<file path="src/rtl/sfcb_pkg.sv">
// ----------------------------------------------------------------------------
// sfcb_pkg
// Shared types, constants and the CRC-8 byte update for the frame builder.
// ----------------------------------------------------------------------------
`default_nettype none

package sfcb_pkg;

    // default number of raw data bytes in a raw frame
    localparam int DATA_BYTES_DEF = 8;

    // frame constants
    localparam logic [7:0] START_BYTE = 8'h53;
    localparam logic [7:0] CRC_POLY   = 8'h07;
    localparam logic [7:0] CAL_LENGTH = 8'd2;
    localparam logic [7:0] KEEP_BYTE  = 8'h00;
    localparam int         KEEP_BYTES = 4;

    // calibrated frame: crc sits at byte 5
    localparam int CAL_CRC_IDX = 5;

    // input kinds
    localparam logic KIND_RECORD = 1'b0;
    localparam logic KIND_IDLE   = 1'b1;

    // configuration register indexes
    localparam logic [1:0] REG_RAW_MODE  = 2'd0;
    localparam logic [1:0] REG_LINK_EN   = 2'd1;
    localparam logic [1:0] REG_KA_LIMIT  = 2'd2;

    // configuration reset values
    localparam logic       RAW_MODE_RST = 1'b1;
    localparam logic       LINK_EN_RST  = 1'b0;
    localparam logic [7:0] KA_LIMIT_RST = 8'd24;

    // input transaction
    typedef struct packed {
        logic        kind;
        logic [7:0]  node_id;
        logic [7:0]  sample_count;
        logic [63:0] raw_data;
        logic [7:0]  cal_value;
    } t_in;

    // output transaction
    typedef struct packed {
        logic [7:0] out_byte;
        logic       is_keepalive;
        logic       frame_end;
    } t_out;

    // job handed from the front to the back
    typedef struct packed {
        logic        has_frame;
        logic        has_keep;
        logic        raw;
        logic [7:0]  node_id;
        logic [7:0]  sample_count;
        logic [63:0] raw_data;
        logic [7:0]  cal_value;
    } t_job;

    // queue status
    typedef struct packed {
        logic full;
        logic empty;
    } t_q_stat;

    // crc-8, poly 0x07, msb first, one byte
    function automatic logic [7:0] crc8_update(input logic [7:0] crc, input logic [7:0] b);
        logic [7:0] c;
        c = crc ^ b;
        for (int i = 0; i < 8; i++) begin
            if (c[7]) begin
                c = {c[6:0], 1'b0} ^ CRC_POLY;
            end else begin
                c = {c[6:0], 1'b0};
            end
        end
        return c;
    endfunction

endpackage

`default_nettype wire

</file>
<file path="src/rtl/sensor_frame_crc8_builder.sv">
// ----------------------------------------------------------------------------
// sensor_frame_crc8_builder
// Builds CRC-8 framed byte streams from sensor records and idle ticks, with
// an idle keep-alive.
// ----------------------------------------------------------------------------
//
//  channel   direction  handshake            payload
//  input     in         i_valid / o_ready    i_data  (sfcb_pkg::t_in)
//  output    out        o_valid / i_ready    o_data  (sfcb_pkg::t_out)
//  config    in         i_cfg_we             i_cfg_index, i_cfg_data
//
//  One output byte per cycle unless stalled; a raw record gives DATA_BYTES+5
//  bytes, a calibrated one 6, a keep-alive 4 more; the serializer sets this.
//  The front accepts a transaction per cycle while the two-entry job queue
//  has room; transactions that produce no bytes only advance the idle count.
//  Reset is synchronous, active low, clears queue and counter, presets config.
//  A stalled output holds its byte while the serializer waits.
//
`default_nettype none

module sensor_frame_crc8_builder #(
    parameter int DATA_BYTES = sfcb_pkg::DATA_BYTES_DEF
) (
    input  wire logic           i_clk,
    input  wire logic           i_rst_n,
    input  wire logic           i_valid,
    output logic                o_ready,
    input  wire sfcb_pkg::t_in  i_data,
    output logic                o_valid,
    input  wire logic           i_ready,
    output sfcb_pkg::t_out      o_data,
    input  wire logic           i_cfg_we,
    input  wire logic [1:0]     i_cfg_index,
    input  wire logic [7:0]     i_cfg_data
);

    sfcb_pkg::t_job    w_job;
    sfcb_pkg::t_job    w_head;
    sfcb_pkg::t_q_stat w_q_stat;
    logic              w_push;
    logic              w_pop;

    // front: accept and classify
    sfcb_front u_front (
        .i_clk       (i_clk),
        .i_rst_n     (i_rst_n),
        .i_valid     (i_valid),
        .o_ready     (o_ready),
        .i_data      (i_data),
        .i_cfg_we    (i_cfg_we),
        .i_cfg_index (i_cfg_index),
        .i_cfg_data  (i_cfg_data),
        .i_q_stat    (w_q_stat),
        .o_push      (w_push),
        .o_job       (w_job)
    );

    // job queue
    sfcb_queue u_queue (
        .i_clk   (i_clk),
        .i_rst_n (i_rst_n),
        .i_push  (w_push),
        .i_job   (w_job),
        .i_pop   (w_pop),
        .o_head  (w_head),
        .o_stat  (w_q_stat)
    );

    // back: byte serializer
    sfcb_back #(
        .DATA_BYTES (DATA_BYTES)
    ) u_back (
        .i_clk    (i_clk),
        .i_rst_n  (i_rst_n),
        .i_head   (w_head),
        .i_q_stat (w_q_stat),
        .o_pop    (w_pop),
        .o_valid  (o_valid),
        .i_ready  (i_ready),
        .o_data   (o_data)
    );

    // keep-alive bytes are always zero
    a_keep_zero: assert property (@(posedge i_clk) disable iff (!i_rst_n)
        o_valid && o_data.is_keepalive |-> o_data.out_byte == sfcb_pkg::KEEP_BYTE)
        else $error("keep-alive byte not zero");

    // nothing is shown right after reset
    a_reset_quiet: assert property (@(posedge i_clk)
        !i_rst_n |=> !o_valid)
        else $error("output valid after reset");

    // the queue never takes a job while full
    a_no_overflow: assert property (@(posedge i_clk) disable iff (!i_rst_n)
        w_push |-> !w_q_stat.full)
        else $error("job queue overflow");

    // the serializer never pops an empty queue
    a_no_underflow: assert property (@(posedge i_clk) disable iff (!i_rst_n)
        w_pop |-> !w_q_stat.empty)
        else $error("job queue underflow");

endmodule

`default_nettype wire

</file>
<file path="src/rtl/sfcb_front.sv">
// ----------------------------------------------------------------------------
// sfcb_front
// Accepts input transactions, keeps the configuration and the idle counter,
// and turns each transaction that yields bytes into a byte serializer job.
// ----------------------------------------------------------------------------
`default_nettype none

module sfcb_front (
    input  wire logic            i_clk,
    input  wire logic            i_rst_n,
    input  wire logic            i_valid,
    output logic                 o_ready,
    input  wire sfcb_pkg::t_in   i_data,
    input  wire logic            i_cfg_we,
    input  wire logic [1:0]      i_cfg_index,
    input  wire logic [7:0]      i_cfg_data,
    input  wire sfcb_pkg::t_q_stat i_q_stat,
    output logic                 o_push,
    output sfcb_pkg::t_job       o_job
);

    logic       r_raw_mode;
    logic       r_link_en;
    logic [7:0] r_ka_limit;
    logic [7:0] r_idle;
    logic [7:0] n_idle;
    logic       w_accept;
    logic       w_frame;
    logic [7:0] w_base;
    logic [7:0] w_inc;
    logic       w_keep;

    // configuration registers
    always_ff @(posedge i_clk) begin
        if (!i_rst_n) begin
            r_raw_mode <= sfcb_pkg::RAW_MODE_RST;
            r_link_en  <= sfcb_pkg::LINK_EN_RST;
            r_ka_limit <= sfcb_pkg::KA_LIMIT_RST;
        end else if (i_cfg_we) begin
            case (i_cfg_index)
                sfcb_pkg::REG_RAW_MODE: r_raw_mode <= i_cfg_data[0];
                sfcb_pkg::REG_LINK_EN:  r_link_en  <= i_cfg_data[0];
                sfcb_pkg::REG_KA_LIMIT: r_ka_limit <= i_cfg_data;
                default: ;
            endcase
        end
    end

    assign o_ready  = !i_q_stat.full;
    assign w_accept = i_valid && o_ready;

    // classify and advance the idle counter
    always_comb begin
        w_frame = (i_data.kind == sfcb_pkg::KIND_RECORD) && r_link_en;
        w_base  = w_frame ? 8'd0 : r_idle;
        w_inc   = w_base + 8'd1;
        w_keep  = 1'b0;
        n_idle  = w_inc;
        if (w_inc >= r_ka_limit) begin
            n_idle = 8'd0;
            w_keep = r_link_en;
        end
    end

    always_ff @(posedge i_clk) begin
        if (!i_rst_n) begin
            r_idle <= 8'd0;
        end else if (w_accept) begin
            r_idle <= n_idle;
        end
    end

    // job for the back end; empty jobs never enter the queue
    always_comb begin
        o_job.has_frame    = w_frame;
        o_job.has_keep     = w_keep;
        o_job.raw          = r_raw_mode;
        o_job.node_id      = i_data.node_id;
        o_job.sample_count = i_data.sample_count;
        o_job.raw_data     = i_data.raw_data;
        o_job.cal_value    = i_data.cal_value;
        o_push             = w_accept && (w_frame || w_keep);
    end

endmodule

`default_nettype wire

</file>
<file path="src/rtl/sfcb_queue.sv">
// ----------------------------------------------------------------------------
// sfcb_queue
// Two-entry job queue between the front and the serializer.
// ----------------------------------------------------------------------------
`default_nettype none

module sfcb_queue (
    input  wire logic              i_clk,
    input  wire logic              i_rst_n,
    input  wire logic              i_push,
    input  wire sfcb_pkg::t_job    i_job,
    input  wire logic              i_pop,
    output sfcb_pkg::t_job         o_head,
    output sfcb_pkg::t_q_stat      o_stat
);

    sfcb_pkg::t_job r_mem [2];
    logic           r_wp;
    logic           r_rp;
    logic [1:0]     r_cnt;

    // storage
    always_ff @(posedge i_clk) begin
        if (i_push) begin
            r_mem[r_wp] <= i_job;
        end
    end

    // pointers and fill count
    always_ff @(posedge i_clk) begin
        if (!i_rst_n) begin
            r_wp  <= 1'b0;
            r_rp  <= 1'b0;
            r_cnt <= 2'd0;
        end else begin
            if (i_push) begin
                r_wp <= !r_wp;
            end
            if (i_pop) begin
                r_rp <= !r_rp;
            end
            case ({i_push, i_pop})
                2'b10:   r_cnt <= r_cnt + 2'd1;
                2'b01:   r_cnt <= r_cnt - 2'd1;
                default: r_cnt <= r_cnt;
            endcase
        end
    end

    assign o_head       = r_mem[r_rp];
    assign o_stat.full  = (r_cnt == 2'd2);
    assign o_stat.empty = (r_cnt == 2'd0);

endmodule

`default_nettype wire

</file>
<file path="src/rtl/sfcb_back.sv">
// ----------------------------------------------------------------------------
// sfcb_back
// Serializes the queue head into frame and keep-alive bytes, one per cycle
// when not stalled, with a running CRC-8 and a registered output stage.
// ----------------------------------------------------------------------------
`default_nettype none

module sfcb_back #(
    parameter int DATA_BYTES = sfcb_pkg::DATA_BYTES_DEF
) (
    input  wire logic              i_clk,
    input  wire logic              i_rst_n,
    input  wire sfcb_pkg::t_job    i_head,
    input  wire sfcb_pkg::t_q_stat i_q_stat,
    output logic                   o_pop,
    output logic                   o_valid,
    input  wire logic              i_ready,
    output sfcb_pkg::t_out         o_data
);

    // raw frame: crc sits after the header and data bytes
    localparam int RAW_CRC_IDX = DATA_BYTES + 4;
    localparam int IW = $clog2(RAW_CRC_IDX + 1);

    logic          r_act;
    logic          r_frame;
    logic [IW-1:0] r_idx;
    logic [7:0]    r_crc;
    logic          n_act;
    logic          n_frame;
    logic [IW-1:0] n_idx;
    logic [7:0]    n_crc;

    logic          w_adv;
    logic          w_go;
    logic          w_cur_frame;
    logic [IW-1:0] w_idx;
    logic [IW-1:0] w_last;
    logic [7:0]    w_crc;
    logic [7:0]    w_data_byte;
    logic [7:0]    w_byte;
    logic          w_end;

    assign w_adv = !o_valid || i_ready;
    assign w_go  = w_adv && !i_q_stat.empty;

    // current position within the head job
    always_comb begin
        w_cur_frame = r_act ? r_frame : i_head.has_frame;
        w_idx       = r_act ? r_idx : '0;
        w_crc       = r_act ? r_crc : 8'd0;
        w_last      = i_head.raw ? IW'(RAW_CRC_IDX) : IW'(sfcb_pkg::CAL_CRC_IDX);
    end

    // raw data byte selected by position
    always_comb begin
        w_data_byte = 8'd0;
        for (int b = 0; b < DATA_BYTES; b++) begin
            if (w_idx == IW'(b + 4)) begin
                w_data_byte = i_head.raw_data[8*b +: 8];
            end
        end
    end

    // byte generation
    always_comb begin
        if (!w_cur_frame) begin
            w_byte = sfcb_pkg::KEEP_BYTE;
            w_end  = (w_idx == IW'(sfcb_pkg::KEEP_BYTES - 1));
        end else begin
            w_end = (w_idx == w_last);
            if (w_idx == IW'(0)) begin
                w_byte = sfcb_pkg::START_BYTE;
            end else if (w_idx == IW'(1)) begin
                w_byte = i_head.raw ? 8'(DATA_BYTES + 1) : sfcb_pkg::CAL_LENGTH;
            end else if (w_idx == IW'(2)) begin
                w_byte = i_head.node_id;
            end else if (w_idx == IW'(3)) begin
                w_byte = i_head.sample_count;
            end else if (w_end) begin
                w_byte = w_crc;
            end else if (i_head.raw) begin
                w_byte = w_data_byte;
            end else begin
                w_byte = i_head.cal_value;
            end
        end
        // start byte is outside the crc
        n_crc = (w_idx == IW'(0)) ? 8'd0 : sfcb_pkg::crc8_update(w_crc, w_byte);
    end

    // sequencing through frame then keep-alive
    always_comb begin
        o_pop   = 1'b0;
        n_act   = r_act;
        n_frame = r_frame;
        n_idx   = r_idx;
        if (w_go) begin
            if (w_end) begin
                if (w_cur_frame && i_head.has_keep) begin
                    n_act   = 1'b1;
                    n_frame = 1'b0;
                    n_idx   = '0;
                end else begin
                    n_act = 1'b0;
                    o_pop = 1'b1;
                end
            end else begin
                n_act   = 1'b1;
                n_frame = w_cur_frame;
                n_idx   = w_idx + IW'(1);
            end
        end
    end

    always_ff @(posedge i_clk) begin
        if (!i_rst_n) begin
            r_act   <= 1'b0;
            r_frame <= 1'b0;
            r_idx   <= '0;
            o_valid <= 1'b0;
        end else begin
            r_act   <= n_act;
            r_frame <= n_frame;
            r_idx   <= n_idx;
            if (w_adv) begin
                o_valid <= w_go;
            end
        end
    end

    // crc and output payload
    always_ff @(posedge i_clk) begin
        if (w_go) begin
            r_crc               <= n_crc;
            o_data.out_byte     <= w_byte;
            o_data.is_keepalive <= !w_cur_frame;
            o_data.frame_end    <= w_end;
        end
    end

endmodule

`default_nettype wire

</file>
<file path="config.mk">
export PLATFORM = sky130hd
export DESIGN_NAME = sensor_frame_crc8_builder
export DESIGN_NICKNAME = d
export VERILOG_FILES = /design/src/rtl/sfcb_pkg.sv /design/src/rtl/sensor_frame_crc8_builder.sv /design/src/rtl/sfcb_front.sv /design/src/rtl/sfcb_queue.sv /design/src/rtl/sfcb_back.sv
export SDC_FILE = /design/constraint.sdc
export NUM_CORES = 1
export LEC_CHECK = 0
export ABC_AREA = 1
export BUFFER_PORTS_ARGS = -buffer_cell sky130_fd_sc_hd__buf_2
export CELL_PAD_IN_SITES_DETAIL_PLACEMENT = 0
export CELL_PAD_IN_SITES_GLOBAL_PLACEMENT = 1
export CORE_UTILIZATION = 46
export CTS_CLUSTER_DIAMETER = 120
export DETAILED_ROUTE_END_ITERATION = 10
export PLACE_DENSITY_LB_ADDON = 0.2
export SLEW_MARGIN = 10
export SYNTH_ARGS = -nofsm -noshare
export SYNTH_HDL_FRONTEND = slang
export SYNTH_SLANG_ARGS = --single-unit
</file>
<file path="constraint.sdc">
create_clock -name i_clk -period 9.9 [get_ports i_clk]
set_input_delay 0.99 -clock i_clk [delete_from_list [all_inputs] [get_ports i_clk]]
set_output_delay 0.99 -clock i_clk [all_outputs]
set_load 0.1 [all_outputs]
</file>
==> flow_metrics.tcl <==
set metrics [dict create \
    status "finished with violations" \
    violations "design-rule violations" \
    r2r-end "u_queue.r_mem[0][78]$_DFFE_PP_" \
    grt_start_max_net_pins 91 \
    maxSlewViolCount 0 \
    clkLatencyLatePin_ns 0.54 \
    tightest_slew_ns 1.17 \
    gp_congestion 0.770 \
    p_clk_share_pct 43.7 \
    period_share_pct 52.2 \
    syn_area_sq_um 10300 \
    syn_to_final_growth_pct 15.1 \
    finalCriticalPeriod_ns 5.17 \
    hold_viol 0 \
    max_slew_margin_pct 22.0 \
    grt_usage_pct 19.8 \
    rsz0062_at_grt "false" \
    drt-total-wl_mm 22.6 \
    ff_latch_area_sq_um 6610 \
    antenna_left 0 \
    hpwl_mm 14.7 \
    die-area_sq_um 23100 \
    hold_depth 2 \
    cp.arrival_ns 5.32 \
    numCtsBuffers 25 \
    yosys.cell_types.count 38 \
    place_inst 1408 \
    drc 14 \
    finalClockSkew_ns 0.0147 \
    p_leak_uw 0.00492 \
    hold_buffers 0 \
    worstPathRequired_ns 10.06 \
    final_cell_count_no_fill 1452 \
    r2r_cells 19 \
    num_vias 7352 \
    sequentialPowerShare_pct 52.6 \
    post_drt_wl_per_cell_um 15.6 \
    die_x_um 152 \
    drv_cap 0 \
    p_int_uw 1610 \
    drt-vias-per-instance 5.06 \
    htree_num_levels 1 \
    finalSetupViolations 0 \
    max-vdd-ir-drop_uv 144 \
    grt-ovfl-total 0 \
    ys.flop_type "edfxtp_1" \
    start_util_pct 47.1 \
    synth-async-reset-ratio_pct 0 \
    clk_path_buf_depth 3 \
    synth_warnings 0 \
    core_area_sq_um 22000 \
    min_to "u_front.r_ka_limit[7]$_SDFFE_PN0P_" \
    ios 116 \
    grt_first_pass_wirelength_mm 36.2 \
    port_buffers 115 \
    firstDrtPassIters 8 \
    reg2reg_slack_ns 4.93 \
    drive_gt1_share_pct 16.7 \
    diodes 0 \
    synth_edf_count 200 \
    nets 1273 \
    hold_path_class "reg2reg" \
    combPwrFrac_pct 3.7 \
    holdCritStartpoint "u_front.r_ka_limit[7]$_SDFFE_PN0P_" \
    max_freq_mhz 194 \
    power.switching_uw 419 \
    critPathMaxFanout 55 \
    drt_iter0_markers 559 \
    synth_seq_area_share_pct 63.9 \
    clock-root-buffer "clkbuf_16" \
    clk_pin_slew_ns 0.06 \
    start_kind "primary input" \
    critPathCaptureType "flop" \
    synth-seq-cells 230 \
    r2r-start "u_front.r_link_en$_SDFFE_PN0P_" \
    fin_tns_setup_ns 0 \
    power.density_nw_per_um2 170 \
    grt_pass1_vias 7014 \
    synthCells 1042 \
    crit_type "in2reg" \
    swShare_pct 20.7 \
    antenna_found_initial 0 \
    postCtsSetupRepairBufs 0 \
    n_fill_cell 1950 \
    synth_fp_nets 1160 \
    multi_input_area_sq_um 3250 \
    die_h_um 152 \
    synth.avg_cell_area_sq_um 9.92 \
    cts_tree "yes" \
    clock_sinks 230 \
    cts-resized-gates 0 \
    rows 54 \
]
[power by group through the flow]
stage | logic (uW) | clock network (uW) | registers [uW]
after detailed placement | 74.4 | 0 | 1090
after global routing | 82.9 | 945 | 1070
after floorplan | 31.1 | 0 | 1090
final | 74.0 | 885 | 1070
after global placement | 73.0 | 0 | 1090
after CTS | 74.7 | 905 | 1070
[per-layer routing]
layer  global-route usage, %  share of wire [%]
met1                    27.2                 46
met2                    33.4                 47
met3                    2.85                5.0
met4                    4.76                1.5
met5                       0                  0
[critical path, cell delays in order]
cell and delay [ns]:
buf_2 0.09, nor2_1 0.11, inv_1 0.20, nand2_1 0.12, nor3_1 0.26, nand4_1 0.13, or2_2 0.30, nor2_1 0.12
a21oi_1 0.11, ha_1 0.30, nand2_1 0.07, nor2_1 0.14, nand4_1 0.12, nand3_1 0.13, nand2_1 0.09, a21oi_1 0.18
inv_1 0.15, nor2_4 0.89, buf_4 0.76
[how the worst max path moves through the flow]
stage          startpoint  depth (start not counted)                              to
2_1_floorplan  i_data[88]                         17   u_queue.r_mem[1][0]$_DFFE_PP_
3_3_place_gp   i_data[88]                         20  u_queue.r_mem[1][29]$_DFFE_PP_
3_5_place_dp   i_data[88]                         20  u_queue.r_mem[1][29]$_DFFE_PP_
4_1_cts        i_data[88]                         20  u_queue.r_mem[1][77]$_DFFE_PP_
5_1_grt        i_data[88]                         20  u_queue.r_mem[1][77]$_DFFE_PP_
6_report       i_data[88]                         19  u_queue.r_mem[0][78]$_DFFE_PP_
[registers in the layout, indices dropped and copies added (netlist names), named ones only]
| signal | cells |
|---|---|
| u_back.o_data | 10 |
| u_back.o_valid | 1 |
| u_back.r_act | 1 |
| u_back.r_crc | 8 |
| u_back.r_frame | 1 |
| u_back.r_idx | 4 |
| u_front.r_idle | 8 |
| u_front.r_ka_limit | 8 |
| u_front.r_link_en | 1 |
| u_front.r_raw_mode | 1 |
| u_queue.r_cnt | 2 |
| u_queue.r_mem | 182 |
| u_queue.r_rp | 1 |
| u_queue.r_wp | 1 |
[stage by stage]
stage | total power [uW] | area, sq um | utilization, % | worst slack [ns] | hold slack [ns]
2_1_floorplan | 1120 | 10300 | - | 2.42 | 0.426
3_3_place_gp | 1160 | 11100 | 50.6 | 4.17 | 0.450
3_5_place_dp | 1160 | 11100 | 50.6 | 4.13 | 0.453
4_1_cts | 2050 | 11900 | 54.2 | 4.67 | 0.468
5_1_grt | 2090 | 11900 | 54.2 | 4.24 | 0.486
6_report | 2020 | 11900 | 54.2 | 4.73 | 0.462
[Yosys cell counts, types with 8 or more instances]
cell type    n  area share (%)
buf_4       11            0.80
edfxtp_1   200              58
a21oi_1     64             3.1
o211ai_1     8            0.58
inv_1       71             2.6
dfxtp_1     30             5.8
o21ai_0     23             1.1
buf_2       11            0.53
nand3_1     42             2.0
ha_1        14             1.7
clkbuf_1    10            0.36
inv_2        8            0.29
nor2_1      82             3.0
a31oi_1     23             1.4
nand2_1    374              14
nand2_2     14            0.85
[final cells by class]
type / instances / area share, %
Clock inverter: 13 / 1.08
Clock buffer: 31 / 5.45
Multi-Input combinational cell: 699 / 27.3
Inverter: 79 / 2.49
Tap cell: 280 / 2.94
Timing Repair Buffer: 120 / 5.15
Sequential cell: 230 / 55.5
[logic make-up (layout without fill, tap and decap cells)]
group           count (synthesis)  in the layout  share of synthesized area, %
simple gates                  541            541                          21.5
flops                         230            230                          63.9
compound gates                139            139                          7.70
buf+inv                       113            243                          4.78
fa+ha+maj                      14             14                          1.70
xor+xnor                        4              4                         0.339
mux                             1              1                        0.0969
[cell usage in the layout, fill, tap and decap left out, drive strengths merged]
cell type | Yosys | routed
dfxtp | 30 | 30
bufinv | 0 | 2
nand3 | 42 | 42
a21boi | 1 | 1
o221ai | 2 | 2
a21oi | 65 | 65
o31ai | 2 | 2
edfxtp | 200 | 200
o21a | 3 | 3
clkinv | 0 | 8
a22oi | 4 | 4
o21ai | 31 | 31
clkinvlp | 0 | 2
mux2i | 1 | 1
buf | 24 | 120
ha | 14 | 14
xnor2 | 1 | 1
xor2 | 3 | 3
nand4 | 5 | 5
or2 | 8 | 8
nor2 | 88 | 88
o211ai | 8 | 8
clkbuf | 10 | 31
nor4 | 1 | 1
a31oi | 23 | 23
nor3 | 7 | 7
inv | 79 | 80
nand3b | 1 | 1
nand2 | 389 | 389
Note: power is estimated with default switching activity, not from simulation.
